### config.mk
export PLATFORM = sky130hd
export DESIGN_NAME = depth_to_pixel_colorizer
export DESIGN_NICKNAME = d
export VERILOG_FILES = /design/src/rtl/core/dtpc_pkg.sv /design/src/rtl/core/depth_to_pixel_colorizer.sv /design/src/rtl/core/dtpc_cube.sv
export SDC_FILE = /design/constraint.sdc
export NUM_CORES = 1
export LEC_CHECK = 0
export ABC_CLOCK_PERIOD_IN_PS = 5600
export CAP_MARGIN = 0
export CORE_AREA = 2 2 204 206
export DETAILED_ROUTE_END_ITERATION = 10
export DIE_AREA = 0 0 206 208
export DONT_BUFFER_PORTS = 1
export PLACE_DENSITY_LB_ADDON = 0.15
export SLEW_MARGIN = 20
export SYNTH_ARGS = -nofsm -noshare
export SYNTH_HDL_FRONTEND = slang
export SYNTH_SLANG_ARGS = --single-unit
### constraint.sdc
create_clock -name clk -period 5.6 [get_ports clk]
set_clock_uncertainty 0.15 [all_clocks]
set_input_delay 0.56 -clock clk [delete_from_list [all_inputs] [get_ports clk]]
set_output_delay 0.56 -clock clk [all_outputs]
set_load 0.03 [all_outputs]
### src/rtl/core/dtpc_pkg.sv
// Shared types, register codes and the false-color ramp of the depth colorizer.
// Used by dtpc_cube, depth_to_pixel_colorizer and dtpc_checker; no dependencies.
package dtpc_pkg;

    typedef enum logic [1:0] {
        MODE_GRADIENT = 2'd0,
        MODE_GREY8    = 2'd1,
        MODE_RGBD     = 2'd2,
        MODE_RAW16    = 2'd3
    } mode_t;

    localparam logic REG_OUTPUT_MODE = 1'b0;

    localparam logic [2:0] NBYTES_GRADIENT = 3'd3;
    localparam logic [2:0] NBYTES_GREY8    = 3'd1;
    localparam logic [2:0] NBYTES_RGBD     = 3'd4;
    localparam logic [2:0] NBYTES_RAW16    = 3'd2;

    localparam int DEPTH_W = 11;
    localparam int GAMMA_W = 14;

    typedef struct packed {
        logic [DEPTH_W-1:0] depth;
        logic [7:0]         red;
        logic [7:0]         green;
        logic [7:0]         blue;
    } sample_t;

    typedef struct packed {
        logic [7:0] red;
        logic [7:0] green;
        logic [7:0] blue;
    } rgb_t;

    function automatic rgb_t ramp(input logic [GAMMA_W-1:0] gamma);
        logic [5:0] band;
        logic [7:0] lb;
        logic [7:0] inv;
        rgb_t       c;
        band = gamma[GAMMA_W-1:8];
        lb   = gamma[7:0];
        inv  = ~lb;
        case (band)
            6'd0:    c = '{red: 8'hff, green: inv,   blue: inv};
            6'd1:    c = '{red: 8'hff, green: lb,    blue: 8'h00};
            6'd2:    c = '{red: inv,   green: 8'hff, blue: 8'h00};
            6'd3:    c = '{red: 8'h00, green: 8'hff, blue: lb};
            6'd4:    c = '{red: 8'h00, green: inv,   blue: 8'hff};
            6'd5:    c = '{red: 8'h00, green: 8'h00, blue: inv};
            default: c = '{red: 8'h00, green: 8'h00, blue: 8'h00};
        endcase
        return c;
    endfunction

endpackage

### src/rtl/core/depth_to_pixel_colorizer.sv
// Top level of the depth colorizer: APB mode register, cube pipeline, output stage.
// Depends on dtpc_pkg and dtpc_cube.
//
//   Channel   Handshake                  Payload
//   sample    sample_valid/sample_ready  depth_sample, video_red/green/blue
//   pixel     pixel_valid/pixel_ready    byte_zero..byte_three, valid_bytes
//   config    APB psel/penable/pwrite    paddr, pwdata, prdata
//
// One item enters per clock while the pixel side is not stalled; each result is
// registered through the multiply stages of the cube and the color output register
// before it appears on the pixel port.
// Reset clears the mode register to the gradient and empties the pipeline.
// A stall on the pixel side holds every full stage; nothing is lost or repeated.
module depth_to_pixel_colorizer (
    input  logic        clk,
    input  logic        rst_n,
    input  logic        psel,
    input  logic        penable,
    input  logic        pwrite,
    input  logic [2:0]  paddr,
    input  logic [31:0] pwdata,
    output logic [31:0] prdata,
    output logic        pready,
    input  logic        sample_valid,
    output logic        sample_ready,
    input  logic [10:0] depth_sample,
    input  logic [7:0]  video_red,
    input  logic [7:0]  video_green,
    input  logic [7:0]  video_blue,
    output logic        pixel_valid,
    input  logic        pixel_ready,
    output logic [7:0]  byte_zero,
    output logic [7:0]  byte_one,
    output logic [7:0]  byte_two,
    output logic [7:0]  byte_three,
    output logic [2:0]  valid_bytes
);

    dtpc_pkg::mode_t mode_reg;
    dtpc_pkg::sample_t in_sample, cube_sample;
    logic [dtpc_pkg::GAMMA_W-1:0] cube_gamma;
    logic cube_valid, cube_ready;

    logic       pixel_valid_reg;
    logic [7:0] b0_reg, b1_reg, b2_reg, b3_reg;
    logic [2:0] nb_reg;
    logic [7:0] b0_next, b1_next, b2_next, b3_next;
    logic [2:0] nb_next;

    dtpc_pkg::rgb_t ramp_rgb;
    logic [18:0] grey_prod;
    logic [7:0]  grey;

    assign pready = 1'b1;

    always_ff @(posedge clk or negedge rst_n)
    begin
        if (!rst_n)
            mode_reg <= dtpc_pkg::MODE_GRADIENT;
        else if (psel && penable && pwrite && paddr[2] == dtpc_pkg::REG_OUTPUT_MODE)
            mode_reg <= dtpc_pkg::mode_t'(pwdata[1:0]);
    end

    assign prdata = (paddr[2] == dtpc_pkg::REG_OUTPUT_MODE) ? {30'd0, mode_reg} : 32'd0;

    assign in_sample = '{depth: depth_sample, red: video_red,
                         green: video_green, blue: video_blue};

    dtpc_cube u_cube (
        .clk        (clk),
        .rst_n      (rst_n),
        .in_valid   (sample_valid),
        .in_ready   (sample_ready),
        .in_sample  (in_sample),
        .out_valid  (cube_valid),
        .out_ready  (cube_ready),
        .out_sample (cube_sample),
        .out_gamma  (cube_gamma)
    );

    assign cube_ready = !pixel_valid_reg || pixel_ready;

    assign ramp_rgb  = dtpc_pkg::ramp(cube_gamma);
    assign grey_prod = {cube_sample.depth, 8'd0} - {8'd0, cube_sample.depth};
    assign grey      = grey_prod[18:11];

    always_comb
    begin
        b0_next = 8'd0;
        b1_next = 8'd0;
        b2_next = 8'd0;
        b3_next = 8'd0;
        nb_next = dtpc_pkg::NBYTES_GRADIENT;
        unique case (mode_reg)
            dtpc_pkg::MODE_GRADIENT:
            begin
                b0_next = ramp_rgb.red;
                b1_next = ramp_rgb.green;
                b2_next = ramp_rgb.blue;
                nb_next = dtpc_pkg::NBYTES_GRADIENT;
            end
            dtpc_pkg::MODE_GREY8:
            begin
                b0_next = grey;
                nb_next = dtpc_pkg::NBYTES_GREY8;
            end
            dtpc_pkg::MODE_RGBD:
            begin
                b0_next = cube_sample.red;
                b1_next = cube_sample.green;
                b2_next = cube_sample.blue;
                b3_next = ~grey;
                nb_next = dtpc_pkg::NBYTES_RGBD;
            end
            dtpc_pkg::MODE_RAW16:
            begin
                b0_next = cube_sample.depth[7:0];
                b1_next = {5'd0, cube_sample.depth[10:8]};
                nb_next = dtpc_pkg::NBYTES_RAW16;
            end
            default:
            begin
                nb_next = dtpc_pkg::NBYTES_GRADIENT;
            end
        endcase
    end

    always_ff @(posedge clk or negedge rst_n)
    begin
        if (!rst_n)
            pixel_valid_reg <= 1'b0;
        else if (cube_ready)
            pixel_valid_reg <= cube_valid;
    end

    always_ff @(posedge clk)
    begin
        if (cube_ready && cube_valid)
        begin
            b0_reg <= b0_next;
            b1_reg <= b1_next;
            b2_reg <= b2_next;
            b3_reg <= b3_next;
            nb_reg <= nb_next;
        end
    end

    assign pixel_valid = pixel_valid_reg;
    assign byte_zero   = b0_reg;
    assign byte_one    = b1_reg;
    assign byte_two    = b2_reg;
    assign byte_three  = b3_reg;
    assign valid_bytes = nb_reg;

endmodule

### src/rtl/core/dtpc_cube.sv
// Three-stage pipeline computing gamma = floor(d^3 * 9216 / 2^33) per item.
// Carries the sample alongside; depends on dtpc_pkg.
module dtpc_cube (
    input  logic                          clk,
    input  logic                          rst_n,
    input  logic                          in_valid,
    output logic                          in_ready,
    input  dtpc_pkg::sample_t             in_sample,
    output logic                          out_valid,
    input  logic                          out_ready,
    output dtpc_pkg::sample_t             out_sample,
    output logic [dtpc_pkg::GAMMA_W-1:0]  out_gamma
);

    logic s1_valid_reg, s2_valid_reg, s3_valid_reg;
    logic s1_ready, s2_ready, s3_ready;

    dtpc_pkg::sample_t s1_sample_reg, s2_sample_reg, s3_sample_reg;
    logic [21:0] sq_reg;
    logic [32:0] cube_reg;
    logic [dtpc_pkg::GAMMA_W-1:0] gamma_reg;

    logic [21:0] sq_next;
    logic [32:0] cube_next;
    logic [36:0] cube_x9;
    logic [dtpc_pkg::GAMMA_W-1:0] gamma_next;

    assign s3_ready = !s3_valid_reg || out_ready;
    assign s2_ready = !s2_valid_reg || s3_ready;
    assign s1_ready = !s1_valid_reg || s2_ready;
    assign in_ready = s1_ready;

    assign sq_next    = {11'd0, in_sample.depth} * {11'd0, in_sample.depth};
    assign cube_next  = {11'd0, sq_reg} * {22'd0, s1_sample_reg.depth};
    assign cube_x9    = {1'b0, cube_reg, 3'b000} + {4'd0, cube_reg};
    assign gamma_next = cube_x9[23 +: dtpc_pkg::GAMMA_W];

    always_ff @(posedge clk or negedge rst_n)
    begin
        if (!rst_n)
        begin
            s1_valid_reg <= 1'b0;
            s2_valid_reg <= 1'b0;
            s3_valid_reg <= 1'b0;
        end
        else
        begin
            if (s1_ready)
                s1_valid_reg <= in_valid;
            if (s2_ready)
                s2_valid_reg <= s1_valid_reg;
            if (s3_ready)
                s3_valid_reg <= s2_valid_reg;
        end
    end

    always_ff @(posedge clk)
    begin
        if (s1_ready && in_valid)
        begin
            s1_sample_reg <= in_sample;
            sq_reg        <= sq_next;
        end
        if (s2_ready && s1_valid_reg)
        begin
            s2_sample_reg <= s1_sample_reg;
            cube_reg      <= cube_next;
        end
        if (s3_ready && s2_valid_reg)
        begin
            s3_sample_reg <= s2_sample_reg;
            gamma_reg     <= gamma_next;
        end
    end

    assign out_valid  = s3_valid_reg;
    assign out_sample = s3_sample_reg;
    assign out_gamma  = gamma_reg;

endmodule

### Yosys cells after proc, flatten, opt, wreduce, memory -nomap -nowiden

Index checks and enable logic that the tools add are counted.

| word-level totals | value |
|---|---|
| register bits | 215 |
| memories | 0 |
| word-level logic and storage cells | 63 |
| bits in latches | 0 |
| RAM bits | 0 |
| output and inout bits | 70 |
| input port bits | 77 |
| bits in read-only memories | 0 |

| cells by class | value |
|---|---|
| reductions and logical operators | 17 |
| div/mod/pow operators | 0 |
| $add $sub $neg | 2 |
| bitwise logic cells | 3 |
| muxes and demuxes | 6 |
| $lt $le $gt $ge | 0 |
| eq/ne operators | 8 |
| $mul | 2 |
| shifts and indexed selects | 0 |

Operators with widths:

| operator | count |
|---|---|
| one-hot mux 24 bit (6 select lines) | 1 |
| adder 36 x 33 -> 37 bit | 1 |
| multiplier 22 x 11 -> 33 bit | 1 |
| one-hot mux 8 bit (4 select lines) | 1 |
| one-hot mux 8 bit (3 select lines) | 1 |
| multiplier 11 x 11 -> 22 bit | 1 |
| subtractor 19 x 11 -> 19 bit | 1 |
| NOT 8 bit | 2 |
| one-hot mux 8 bit (2 select lines) | 1 |
| == test 6 x 2 -> 1 bit (second input constant) | 2 |
| == test 6 x 3 -> 1 bit (second input constant) | 2 |
| one-hot mux 3 bit (4 select lines) | 1 |
| logical AND 1 bit | 7 |
| == test 6 x 1 -> 1 bit (second input constant) | 1 |
| logical NOT 6 bit | 1 |
| == test 2 bit (second input constant) | 2 |
| logical NOT 1 bit | 4 |
| logical OR 1 bit | 4 |
| == test 2 x 1 -> 1 bit (second input constant) | 1 |
| logical NOT 2 bit | 1 |
| 2-to-1 mux 2 bit | 1 |
| NOT 1 bit | 1 |

### Logic depth before layout (Yosys ltp)

Gate-level depths: netlist of the first run.

| depth | value |
|---|---|
| depth in word-level cells | 6 |
| gate-level depth with buffers | 21 |
| mapped depth without buffers | 20 |

### Hierarchy

Synthesis of the first run repeated with hierarchy kept, for this count alone.

| unflattened totals | value |
|---|---|
| cell total of the unflattened synthesis | 1809 |
| area total of the unflattened synthesis | 19506.2 um2 |

By module, submodules not included:

| module | sequential area each (um2) | area each (um2) | instances | cells each |
|---|---|---|---|---|
| dtpc_cube | 5210.0 | 16943.8 | 1 | 1552 |
| depth_to_pixel_colorizer | 1126.1 | 2562.5 | 1 | 257 |

### Least setup slack after synthesis of the first run

Ideal clock, no wire load.

| timing | value |
|---|---|
| path type | input to register |
| from | input port depth_sample[4] |
| to | register u_cube.sq_reg[18], data pin |
| required time | 5191 ps |
| arrival | 5190 ps |
| cell stages on the path | 19 |
| slack | 1 ps |
| library setup time | 259 ps |
| buffers on the path | 1 |
| cells stage by stage | clkbuf_1 nand2_1 fa_1 fa_1 fa_1 inv_1 fa_1 inv_1 fa_1 inv_1 ha_1 a21o_1 a21o_1 a21oi_1 nor3b_1 a211oi_1 or3_1 a21oi_1 xnor2_1 |

| on the way | value |
|---|---|
| cells in the longest elaborated chain, start to end | 1 |

Ends and longest elaborated chain:

| what | RTL line | text |
|---|---|---|
| start, declared | depth_to_pixel_colorizer.sv:26 | `input logic [10:0] depth_sample,` |
| multiplier 11 x 11 -> 22 bit | dtpc_cube.sv:33 | `assign sq_next = {11'd0, in_sample.depth} * {11'd0, in_sample.depth};` |
| net u_cube.sq_next[18] | dtpc_cube.sv:23 | `logic [21:0] sq_next;` |
| end signal, assigned | dtpc_cube.sv:62 | `sq_reg <= sq_next;` |
| end, declared | dtpc_cube.sv:19 | `logic [21:0] sq_reg;` |

The timed path passes the listed nets, and every way through them passes these cells.
A chain may end at the register's enable or synchronous reset.

### Worst setup path after layout of the first run

| timing | value |
|---|---|
| from | register u_cube.sq_reg[5] |
| to | register u_cube.cube_reg[31], data pin |

| on the way | value |
|---|---|
| cells in the longest elaborated chain, start to end | 1 |

Ends and longest elaborated chain:

| what | RTL line | text |
|---|---|---|
| multiplier 22 x 11 -> 33 bit | dtpc_cube.sv:34 | `assign cube_next = {11'd0, sq_reg} * {22'd0, s1_sample_reg.depth};` |
| net u_cube.cube_next[31] | dtpc_cube.sv:24 | `logic [32:0] cube_next;` |
| end signal, assigned | dtpc_cube.sv:67 | `cube_reg <= cube_next;` |
| end, declared | dtpc_cube.sv:20 | `logic [32:0] cube_reg;` |

The timed path passes the listed nets, and every way through them passes these cells.

==> results.py, run 1 <==
metrics = {
    "clock_network": {
        "numClockSinks": 212,
        "clock_tree_from_tritoncts": "built",
        "maximum_level_of_the_cts_h_tree": 1,
        "cts_inserted_buffers": 23,
        "clock_latency_reported_for_the_late_side_of_the_worst_skew_pair_ns": 0.53,
        "cts_max_path_buffers": 3,
        "path_clk_slew_ns": 0.07,
        "clock-root-buffer": "sky130_fd_sc_hd__clkbuf_16",
    },
    "flow_run": {
        "timing.max_cap.violations": 0,
    },
    "grt": {
        "all_layer_gr_usage_pct": 18.32,
        "grt_antenna_before_repair": 0,
        "largest_net_degree_at_the_start_of_global_routing": 59,
        "grt-ovfl-total": 0,
        "grt_pass1_vias": 13440,
        "grt_pass1_wl_mm": 64.27,
    },
    "die": {
        "fp.dieArea_mm2": 0.04285,
        "core_area_mm2": 0.04055,
        "row_count": 74,
        "chipWidth_um": 206,
        "design.portCount": 147,
        "fp.dieH_um": 208,
        "floorplan.initialDensity_pct": 47.56,
    },
    "synthesis": {
        "yosys.area.top_type": "sky130_fd_sc_hd__edfxtp_1",
        "ys_async_sr_fraction_pct": 2.830,
        "yosysUniqueCellTypes": 68,
        "netlist_instances": 1784,
        "ys.warnings.count": 0,
        "synth_area_leaders": "sky130_fd_sc_hd__edfxtp_1 32%, sky130_fd_sc_hd__fa_1 25%, sky130_fd_sc_hd__ha_1 10%",
        "synth_flop_cell": "sky130_fd_sc_hd__edfxtp_1",
        "synthesis.area_per_instance_um2": 10.81,
        "post_synth_instance_area_mm2": 0.01929,
        "synth_enable_flop_cells": 206,
        "yosys_register_bits": 212,
        "netlist.area_leader.share_pct": 32.07,
        "synth-seq-area-share_pct": 32.85,
    },
    "placement": {
        "routabilityCongestion": 0.8121,
        "io_buffers": 0,
        "place_area_mm2": 0.02044,
        "place_inst": 2360,
        "hpwl_mm": 30.40,
        "placement.setup.worst_slack_ns": -0.1719,
    },
    "timing": {
        "max-slew-margin-rel_pct": 31.05,
        "slew_of_the_pin_with_the_lowest_slew_margin_ns": 1.034,
        "setup-violations-final": 1,
        "timing_max_transition_violations_final": 0,
        "finalWorstSetupSlack_ns": -0.01616,
        "hold_viol": 0,
        "final_min_period_over_clock_period_pct": 100.3,
        "min_period_ns": 5.616,
        "grt_setup_unrepaired": "true",
        "maxClockFrequency_ghz": 0.1781,
    },
    "route": {
        "route.detailed.wl_per_inst_um": 15.64,
        "wl_mm": 38.65,
        "dr.first_iter.drc_count": 554,
        "met1_length_mm": 16.47,
        "routed-wl-met3_mm": 1.170,
        "route.detailed.drc": 0,
        "uppermost_routed_layer": "met4",
        "route.vias.total": 12690,
        "vias_per_cell": 5.137,
        "ant_nets": 0,
        "dr.pass1.iters": 6,
        "wl_met2_mm": 19.89,
    },
    "setup_path": {
        "crit_chain": "buf_6 -> and2_4 -> fa_1 -> fa_1 -> fa_2 -> fa_1 -> fa_1 -> ha_4 -> a21o_1 -> a221o_1 -> a21oi_1 -> o21bai_1 -> a41o_2 -> a41oi_2 -> a31oi_1 -> xor2_1",
        "worstPathBufferInverterCount": 1,
        "required_ns": 5.69,
        "cell_at_the_slowest_stage_of_the_critical_path": "sky130_fd_sc_hd__fa_2",
        "criticalPathCategory": "reg -> reg",
        "slowest_delay_ns": 0.59,
        "critPathTopFamily": "adder cells",
        "setup.worst_path.start_class": "register",
        "worst_ep_arrival_time_ns": 5.71,
        "crit-reg2reg-launch": "u_cube.sq_reg[5]$_DFFE_PP_",
        "critical_path_origin": "u_cube.sq_reg[5]$_DFFE_PP_",
        "worstPathMaxFanout": 5,
        "crit_path_frequent_cell": "sky130_fd_sc_hd__fa_1",
        "endpoint_class_of_the_critical_path": "register",
    },
    "finish": {
        "antenna-diode-count": 0,
        "final_common_cell": "sky130_fd_sc_hd__inv_1",
        "finalNetCount": 2398,
        "finalNonFillerCells": 2471,
        "finish.instance_area_mm2": 0.02213,
        "layout_common_cells": "284 x sky130_fd_sc_hd__inv_1, 234 x sky130_fd_sc_hd__fa_1, 206 x sky130_fd_sc_hd__nand2_1, 206 x sky130_fd_sc_hd__edfxtp_1, 147 x sky130_fd_sc_hd__ha_1",
        "proportion_of_layout_cells_with_a_drive_suffix_above_1_pct": 13.20,
        "syn2layout_area_growth_pct": 14.73,
    },
    "outcome": {
        "outcome": "finished with violations",
        "violations_in_the_final_reports": "setup timing",
    },
    "min_path": {
        "hold_class": "in -> reg",
        "hold_path_startpoint": "pwdata[0]",
    },
}
==> worst register-to-register path, cell delays in order, from the launching register on <==
cell	delay (ns)
sky130_fd_sc_hd__edfxtp_1	0.45
sky130_fd_sc_hd__buf_6	0.17
sky130_fd_sc_hd__and2_4	0.15
sky130_fd_sc_hd__fa_1	0.48
sky130_fd_sc_hd__fa_1	0.52
sky130_fd_sc_hd__fa_2	0.59
sky130_fd_sc_hd__fa_1	0.44
sky130_fd_sc_hd__fa_1	0.56
sky130_fd_sc_hd__ha_4	0.22
sky130_fd_sc_hd__a21o_1	0.17
sky130_fd_sc_hd__a221o_1	0.36
sky130_fd_sc_hd__a21oi_1	0.21
sky130_fd_sc_hd__o21bai_1	0.10
sky130_fd_sc_hd__a41o_2	0.27
sky130_fd_sc_hd__a41oi_2	0.19
sky130_fd_sc_hd__a31oi_1	0.13
sky130_fd_sc_hd__xor2_1	0.16
==> synthesized netlist by cell type, types with 8 or more instances <==
cell type and number:
sky130_fd_sc_hd__o21ai_0 36, sky130_fd_sc_hd__nor2_1 48, sky130_fd_sc_hd__o21a_1 14, sky130_fd_sc_hd__nand2_1 208, sky130_fd_sc_hd__nor3_1 9, sky130_fd_sc_hd__and2_1 131, sky130_fd_sc_hd__maj3_1 8, sky130_fd_sc_hd__xor2_1 17
sky130_fd_sc_hd__nand3_1 10, sky130_fd_sc_hd__edfxtp_1 206, sky130_fd_sc_hd__fa_1 238, sky130_fd_sc_hd__buf_4 31, sky130_fd_sc_hd__a21o_1 27, sky130_fd_sc_hd__a222oi_1 11, sky130_fd_sc_hd__a211oi_1 9, sky130_fd_sc_hd__nor2b_1 8
sky130_fd_sc_hd__clkbuf_1 67, sky130_fd_sc_hd__ha_1 159, sky130_fd_sc_hd__a22o_1 8, sky130_fd_sc_hd__inv_1 287, sky130_fd_sc_hd__o22ai_1 17, sky130_fd_sc_hd__a21oi_1 67, sky130_fd_sc_hd__and3_1 13, sky130_fd_sc_hd__nand4_1 10
sky130_fd_sc_hd__xnor2_1 47
==> repair_timing <==
| item | in CTS | in global routing |
|---|---|---|
| endpoints found under the setup margin | 10 | 12 |
| pin swaps | 12 | 54 |
| resized for setup | 19 | 63 |
| endpoints found under the hold margin | 42 | 0 |
| hold buffers | 37 | 0 |
| setup buffers | 15 | 20 |
==> final timing paths <==
path	end	slack, ns	cells after the start
worst max-delay path	u_cube.cube_reg[31]$_DFFE_PP_	-0.02	16
worst min-delay path	mode_reg[0]$_DFFE_PN0P_	0.04	1
worst max register to register	u_cube.cube_reg[31]$_DFFE_PP_	-0.02	16
worst min register to register	u_cube.out_sample[31]$_DFFE_PP_	0.27	0
max in group asynchronous	pixel_valid$_DFFE_PN0P_	4.87	1
min in group asynchronous	u_cube.out_valid$_DFFE_PN0P_	0.21	1
==> cells by family after synthesis <==
kind of cell | Yosys count | share of synthesized area (%)
buf+inv | 389 | 8.173
fa+ha+maj | 405 | 35.43
compound gates | 246 | 8.679
mux | 3 | 0.1751
other cells | 2 | 0.03894
simple gates | 463 | 11.75
flops | 212 | 32.85
xor+xnor | 64 | 2.906
==> per-layer routing <==
layer / vias up / GRT usage, %
li1: 6074 / -
met1: 6301 / 22.59
met2: 247 / 33.46
met3: 72 / 1.974
met4: 0 / 5.517
met5: - / 0
==> layout make-up <==
class                      instances  area [um^2]
fill                            3537        18420
timing repair buffer             179         1533
clock inverter                    12        72.57
inverter                         288         1081
clock buffer                      28        594.3
tap                              532        665.6
sequential                       212         6336
multi-input combinational       1220        11850
==> per-stage QoR <==
step | setup TNS [ns] | hold slack [ns] | utilization (%)
final | -0.01616 | 0.03878 | 54.57
after global routing | -1.118 | 0.01410 | 54.57
after CTS | 0 | 0.01098 | 53.44
after detailed placement | -0.7384 | 0.1146 | 50.41
after global placement | -0.2836 | 0.1145 | 50.41
after floorplan | 0 | 0.1144 | -
Power of run 1 is left out: the tool's default activity adds up to more than one toggle a clock period on the data nets, which glitch-free logic cannot reach.
==> run 2, diff against run 1 <==
--- a/config.mk
+++ b/config.mk
@@ -5,14 +5,14 @@
 export SDC_FILE = /design/constraint.sdc
 export NUM_CORES = 1
 export LEC_CHECK = 0
-export ABC_CLOCK_PERIOD_IN_PS = 5600
+export ABC_CLOCK_PERIOD_IN_PS = 5360
 export CAP_MARGIN = 0
 export CORE_AREA = 2 2 204 206
 export DETAILED_ROUTE_END_ITERATION = 10
 export DIE_AREA = 0 0 206 208
 export DONT_BUFFER_PORTS = 1
 export PLACE_DENSITY_LB_ADDON = 0.15
-export SLEW_MARGIN = 20
+export SLEW_MARGIN = 30
 export SYNTH_ARGS = -nofsm -noshare
 export SYNTH_HDL_FRONTEND = slang
 export SYNTH_SLANG_ARGS = --single-unit
==> constraint.sdc (replaced) <==
create_clock -name clk -period 5.36 [get_ports clk]
set_clock_uncertainty 0.15 [all_clocks]
set_input_delay 0.536 -clock clk [delete_from_list [all_inputs] [get_ports clk]]
set_output_delay 0.536 -clock clk [all_outputs]
set_load 0.03 [all_outputs]
==> run 2 against run 1 <==
Effect of this change:
- register-to-register slack worse by 0.20 ns
- non-clock buffer count up 44
- first-iteration DRC count down 15%
- sequential share of layout area down 0.64 points
- critical path type unchanged
- maximum frequency up 0.72%
- the run still ends with setup timing left
- critical endpoint is now u_cube.cube_reg[29]$_DFFE_PP_
- sequential cell count unchanged
==> results.py, run 2 (synthesis gave the netlist of run 1 again) <==
metrics = {
    "outcome": {
        "outcome": "finished with violations",
        "violations_in_the_final_reports": "setup timing",
    },
    "clock_network": {
        "clock_tree_from_tritoncts": "built",
        "path_clk_slew_ns": 0.06,
        "clock_latency_reported_for_the_late_side_of_the_worst_skew_pair_ns": 0.51,
        "numClockSinks": 212,
        "maximum_level_of_the_cts_h_tree": 1,
        "clock-root-buffer": "sky130_fd_sc_hd__clkbuf_16",
        "cts_max_path_buffers": 3,
        "cts_inserted_buffers": 22,
    },
    "die": {
        "chipWidth_um": 206,
        "row_count": 74,
        "floorplan.initialDensity_pct": 47.56,
        "core_area_mm2": 0.04055,
        "design.portCount": 147,
        "fp.dieArea_mm2": 0.04285,
        "fp.dieH_um": 208,
    },
    "setup_path": {
        "criticalPathCategory": "reg -> reg",
        "worst_r2r_endpoint": "u_cube.cube_reg[29]$_DFFE_PP_",
        "crit-reg2reg-launch": "u_cube.s1_sample_reg[33]$_DFFE_PP_",
        "ff2ff_path_depth": 17,
        "worstPathMaxFanout": 6,
        "rrSetupSlack_ns": -0.22,
        "required_ns": 5.52,
        "endpoint_class_of_the_critical_path": "register",
        "setup.worst_path.start_class": "register",
        "worst_ep_arrival_time_ns": 5.74,
    },
    "flow_run": {
        "timing.max_cap.violations": 0,
    },
    "placement": {
        "placement.setup.worst_slack_ns": -0.2721,
        "routabilityCongestion": 0.8537,
        "place_inst": 2404,
        "io_buffers": 0,
        "hpwl_mm": 30.42,
    },
    "finish": {
        "finalNetCount": 2441,
        "syn2layout_area_growth_pct": 17.37,
        "fill_cells": 3499,
        "layout_common_cells": "279 x sky130_fd_sc_hd__inv_1, 233 x sky130_fd_sc_hd__fa_1, 206 x sky130_fd_sc_hd__edfxtp_1",
        "finalNonFillerCells": 2515,
        "antenna-diode-count": 0,
        "final_common_cell": "sky130_fd_sc_hd__inv_1",
        "proportion_of_layout_cells_with_a_drive_suffix_above_1_pct": 15.73,
    },
    "timing": {
        "setup_tns_ns": -1.191,
        "maxClockFrequency_ghz": 0.1793,
        "finalWorstSetupSlack_ns": -0.2158,
        "min_period_ns": 5.576,
        "max-slew-margin-rel_pct": 49.19,
        "timing_max_transition_violations_final": 0,
        "setup-violations-final": 11,
        "worst_hold_slack_ns": 0.03696,
        "final_min_period_over_clock_period_pct": 104.0,
        "slew_of_the_pin_with_the_lowest_slew_margin_ns": 0.7621,
        "hold_viol": 0,
        "grt_setup_unrepaired": "true",
    },
    "grt": {
        "grt_pass1_vias": 13560,
        "largest_net_degree_at_the_start_of_global_routing": 56,
        "grt_pass1_wl_mm": 64.42,
        "grt-busiest-layer": "met2",
        "met3_usage_pct": 1.723,
        "grt_antenna_before_repair": 0,
        "groute.layer.met1.usage_pct": 22.36,
        "grtUsageMet2_pct": 33.87,
        "all_layer_gr_usage_pct": 18.25,
        "grt-ovfl-total": 0,
    },
    "route": {
        "dr.first_iter.drc_count": 472,
        "wl_mm": 37.68,
        "ant_nets": 0,
        "route.detailed.drc": 0,
        "vias_per_cell": 5.034,
        "dr.pass1.iters": 7,
        "route.vias.total": 12660,
        "route.detailed.wl_per_inst_um": 14.98,
    },
    "min_path": {
        "hold_class": "in -> reg",
        "hold-path-endpoint": "mode_reg[0]$_DFFE_PN0P_",
        "hold_path_depth": 1,
        "hold_path_startpoint": "pwdata[0]",
    },
}
[run 2: changes by cell type in the layout (fill, tap and decap cells not counted), sizes merged]
cell	delta
inv	-2
dlygate4sd3	+1
buf	+43
clkinv	-3
bufinv	+6
clkbuf	-5
clkinvlp	+4
[run 2: critical path: stages (launching register included)]
cell and delay, ns:
sky130_fd_sc_hd__edfxtp_1 0.50, sky130_fd_sc_hd__buf_6 0.18, sky130_fd_sc_hd__buf_4 0.13, sky130_fd_sc_hd__buf_4 0.14, sky130_fd_sc_hd__and2_1 0.14, sky130_fd_sc_hd__fa_1 0.52
sky130_fd_sc_hd__fa_1 0.42, sky130_fd_sc_hd__fa_1 0.46, sky130_fd_sc_hd__fa_1 0.51, sky130_fd_sc_hd__fa_1 0.41, sky130_fd_sc_hd__ha_1 0.36, sky130_fd_sc_hd__and3_1 0.29
sky130_fd_sc_hd__nand4_1 0.12, sky130_fd_sc_hd__a211o_1 0.29, sky130_fd_sc_hd__a21oi_2 0.19, sky130_fd_sc_hd__nor3_2 0.08, sky130_fd_sc_hd__a311o_1 0.37, sky130_fd_sc_hd__o311ai_1 0.10
[run 2: layout make-up]
type / count / area (um^2) / share of cell area [%]
multi-input combinational: 1220 / 11880 / 52.46
tap: 532 / 665.6 / 2.940
sequential: 212 / 6336 / 27.99
inverter: 288 / 1081 / 4.775
clock inverter: 17 / 242.7 / 1.072
timing repair buffer: 223 / 1862 / 8.224
clock buffer: 23 / 575.6 / 2.542
[run 2: timing repair]
action,CTS,global route
pin swaps,20,33
setup buffers,24,9
hold buffers,38,0
setup endpoints to repair,13,16
gates resized for setup,41,35
endpoints found under the hold margin,43,0
[run 2: worst max-delay path by stage]
stage / from / to / slack [ns] / cells past startpoint
2_1_floorplan: depth_sample[8] / u_cube.sq_reg[18]$_DFFE_PP_ / -0.02 / 18
3_3_place_gp: u_cube.sq_reg[8]$_DFFE_PP_ / u_cube.cube_reg[29]$_DFFE_PP_ / -0.23 / 15
3_5_place_dp: u_cube.sq_reg[8]$_DFFE_PP_ / u_cube.cube_reg[29]$_DFFE_PP_ / -0.27 / 15
4_1_cts: u_cube.sq_reg[10]$_DFFE_PP_ / u_cube.cube_reg[29]$_DFFE_PP_ / -0.20 / 17
5_1_grt: u_cube.s1_sample_reg[31]$_DFFE_PP_ / u_cube.cube_reg[29]$_DFFE_PP_ / -0.46 / 18
6_report: u_cube.s1_sample_reg[33]$_DFFE_PP_ / u_cube.cube_reg[29]$_DFFE_PP_ / -0.22 / 17
[run 2: per-layer routing]
metal	part of all wire, %	wire, um
met3	3.0	1120
met1	43	16120
met2	52	19560
met4	2.3	882
met5	0	0
[run 2: per-stage QoR]
step / area [um^2] / util (%)
2_1_floorplan: 19540 / -
5_1_grt: 22640 / 55.82
3_5_place_dp: 20830 / 51.36
4_1_cts: 22400 / 55.24
3_3_place_gp: 20830 / 51.36
6_report: 22640 / 55.82
Power of run 2 is left out for the same reason.
==> run 3, diff against run 2 <==
==> constraint.sdc (replaced) <==
create_clock -name clk -period 5.36 [get_ports clk]
set_clock_uncertainty 0.15 [all_clocks]
set_input_delay 1.608 -clock clk [delete_from_list [all_inputs] [get_ports clk]]
set_output_delay 1.608 -clock clk [all_outputs]
set_load 0.03 [all_outputs]
==> run 3 against run 2 <==
Effect of this change:
- the run still ends with setup timing left
- sequential cell count unchanged
- wire length increased by 6.2%
- global-route usage grew 0.95 points
- via count increased by 2.1%
- utilization is 1.5 points higher
- critical path type is now in -> reg
- hold slack gained 0.22 ns
- setup slack got worse by 0.24 ns
- largest cell class unchanged
- critical path depth grew 4
- register-to-register slack worse by 0.02 ns
==> results.py, run 3 (synthesis gave the netlist of run 1 again) <==
metrics = {
    "finish": {
        "finalNonFillerCells": 2546,
        "final_common_cell": "sky130_fd_sc_hd__inv_1",
        "finalNetCount": 2470,
        "layout_common_cells": "271 x sky130_fd_sc_hd__inv_1, 226 x sky130_fd_sc_hd__fa_1, 208 x sky130_fd_sc_hd__buf_4",
        "proportion_of_layout_cells_with_a_drive_suffix_above_1_pct": 22.22,
        "syn2layout_area_growth_pct": 20.42,
        "finish.utilization_pct": 57.28,
    },
    "grt": {
        "grt_antenna_before_repair": 0,
        "grt-ovfl-total": 0,
        "largest_net_degree_at_the_start_of_global_routing": 68,
        "grt_pass1_wl_mm": 66.73,
        "grt_pass1_vias": 13920,
        "all_layer_gr_usage_pct": 19.20,
    },
    "placement": {
        "routabilityCongestion": 0.8441,
        "hpwl_mm": 31.50,
        "place_inst": 2447,
        "io_buffers": 0,
    },
    "route": {
        "ant_nets": 0,
        "dr.first_iter.drc_count": 536,
        "route.detailed.drc": 0,
        "vias_per_cell": 5.075,
        "route.vias.total": 12920,
        "wl_mm": 40.01,
        "route.detailed.wl_per_inst_um": 15.71,
        "dr.pass1.iters": 7,
    },
    "clock_network": {
        "cts_inserted_buffers": 23,
        "maximum_level_of_the_cts_h_tree": 1,
        "holdBufCountCts": 0,
        "cts_max_path_buffers": 3,
        "numClockSinks": 212,
        "path_clk_slew_ns": 0.06,
        "clock_latency_reported_for_the_late_side_of_the_worst_skew_pair_ns": 0.52,
        "clock_tree_from_tritoncts": "built",
        "clock-root-buffer": "sky130_fd_sc_hd__clkbuf_16",
    },
    "flow_run": {
        "timing.max_cap.violations": 0,
    },
    "timing": {
        "min_period_ns": 5.812,
        "slew_of_the_pin_with_the_lowest_slew_margin_ns": 0.8369,
        "grt_setup_unrepaired": "true",
        "timing_max_transition_violations_final": 0,
        "hold_viol": 0,
        "maxClockFrequency_ghz": 0.1720,
        "final_min_period_over_clock_period_pct": 108.4,
        "max-slew-margin-rel_pct": 44.21,
        "setup-violations-final": 22,
        "finalWorstSetupSlack_ns": -0.4524,
    },
    "die": {
        "core_area_mm2": 0.04055,
        "fp.dieH_um": 208,
        "chipWidth_um": 206,
        "floorplan.initialDensity_pct": 47.56,
        "row_count": 74,
        "design.portCount": 147,
        "fp.dieArea_mm2": 0.04285,
    },
    "setup_path": {
        "rrSetupSlack_ns": -0.24,
        "worst_ep_arrival_time_ns": 5.93,
        "endpoint_class_of_the_critical_path": "register",
        "setup.worst_path.start_class": "input pin",
        "worstPathMaxFanout": 10,
        "criticalPathCategory": "in -> reg",
        "crit-reg2reg-launch": "u_cube.s1_sample_reg[33]$_DFFE_PP_",
        "required_ns": 5.48,
        "worst_r2r_endpoint": "u_cube.cube_reg[31]$_DFFE_PP_",
        "ff2ff_path_depth": 20,
    },
    "outcome": {
        "outcome": "finished with violations",
        "violations_in_the_final_reports": "setup timing",
    },
    "min_path": {
        "hold_path_depth": 0,
        "hold-path-endpoint": "u_cube.out_sample[26]$_DFFE_PP_",
        "hold_path_startpoint": "u_cube.s2_sample_reg[26]$_DFFE_PP_",
        "hold_class": "reg -> reg",
    },
}
## run 3: cell types whose count changed in the layout (fill, tap and decap cells not counted), moves of 10 or more
cell	previous run	this run
sky130_fd_sc_hd__ha_1	146	135
sky130_fd_sc_hd__dlygate4sd3_1	38	0
sky130_fd_sc_hd__and2_4	6	16
sky130_fd_sc_hd__ha_4	12	22
sky130_fd_sc_hd__and2_1	123	112
sky130_fd_sc_hd__buf_6	16	37
sky130_fd_sc_hd__buf_4	167	208
## run 3: metrics by stage
step	worst slack, ns	area, um^2	hold WS, ns	setup TNS [ns]
after floorplan	-0.9013	19820	0.2503	-6.848
after global placement	-0.9376	21340	0.2517	-9.865
after detailed placement	-0.9877	21340	0.2545	-10.59
after CTS	-0.4025	22850	0.2604	-3.258
after global routing	-0.6929	23220	0.2695	-8.896
final	-0.4524	23230	0.2597	-5.010
## run 3: worst max path at each step
stage	slack, ns	to	start
after floorplan	-0.90	u_cube.sq_reg[18]$_DFFE_PP_	depth_sample[2]
after global placement	-0.94	u_cube.sq_reg[18]$_DFFE_PP_	depth_sample[2]
after detailed placement	-0.99	u_cube.sq_reg[18]$_DFFE_PP_	depth_sample[6]
after CTS	-0.40	u_cube.sq_reg[18]$_DFFE_PP_	depth_sample[7]
after global routing	-0.69	u_cube.sq_reg[18]$_DFFE_PP_	depth_sample[7]
final	-0.45	u_cube.sq_reg[17]$_DFFE_PP_	depth_sample[7]
## run 3: what timing repair did
item,in CTS,in global routing
cloned,1,0
endpoints found under the setup margin,22,26
setup buffers,43,21
resized for setup,97,63
pin swaps,68,50
## run 3: critical path, cell delays in order
cell                       delay (ns)
sky130_fd_sc_hd__nand2_8         0.03
sky130_fd_sc_hd__fa_1            0.56
sky130_fd_sc_hd__fa_1            0.45
sky130_fd_sc_hd__fa_1            0.56
sky130_fd_sc_hd__inv_2           0.04
sky130_fd_sc_hd__fa_1            0.47
sky130_fd_sc_hd__inv_1           0.05
sky130_fd_sc_hd__fa_1            0.49
sky130_fd_sc_hd__inv_2           0.05
sky130_fd_sc_hd__ha_4            0.26
sky130_fd_sc_hd__buf_4           0.10
sky130_fd_sc_hd__buf_6           0.08
sky130_fd_sc_hd__and3_4          0.19
sky130_fd_sc_hd__nand3_2         0.07
sky130_fd_sc_hd__o21ai_2         0.07
sky130_fd_sc_hd__a41oi_2         0.07
sky130_fd_sc_hd__buf_4           0.19
sky130_fd_sc_hd__a211oi_4        0.25
sky130_fd_sc_hd__o21ai_2         0.10
sky130_fd_sc_hd__and2_4          0.14
sky130_fd_sc_hd__xnor2_1         0.11
## run 3: area by class of cell
type	instances	area [um^2]
Clock inverter	13	163.9
Fill cell	3414	17330
Inverter	288	1081
Timing Repair Buffer	251	2071
Tap cell	532	665.6
Sequential cell	212	6336
Multi-Input combinational cell	1220	12290
Antenna cell	2	5.005
Clock buffer	28	614.3
## run 3: routing by layer
layer / GRT usage, % / vias to the layer above / part of all wire (%)
li1: - / 6225 / -
met1: 23.30 / 6356 / 41
met2: 35.37 / 263 / 52
met3: 2.240 / 78 / 3.6
met4: 5.813 / 0 / 2.6
met5: 0 / - / 0
Power of run 3 is left out for the same reason.
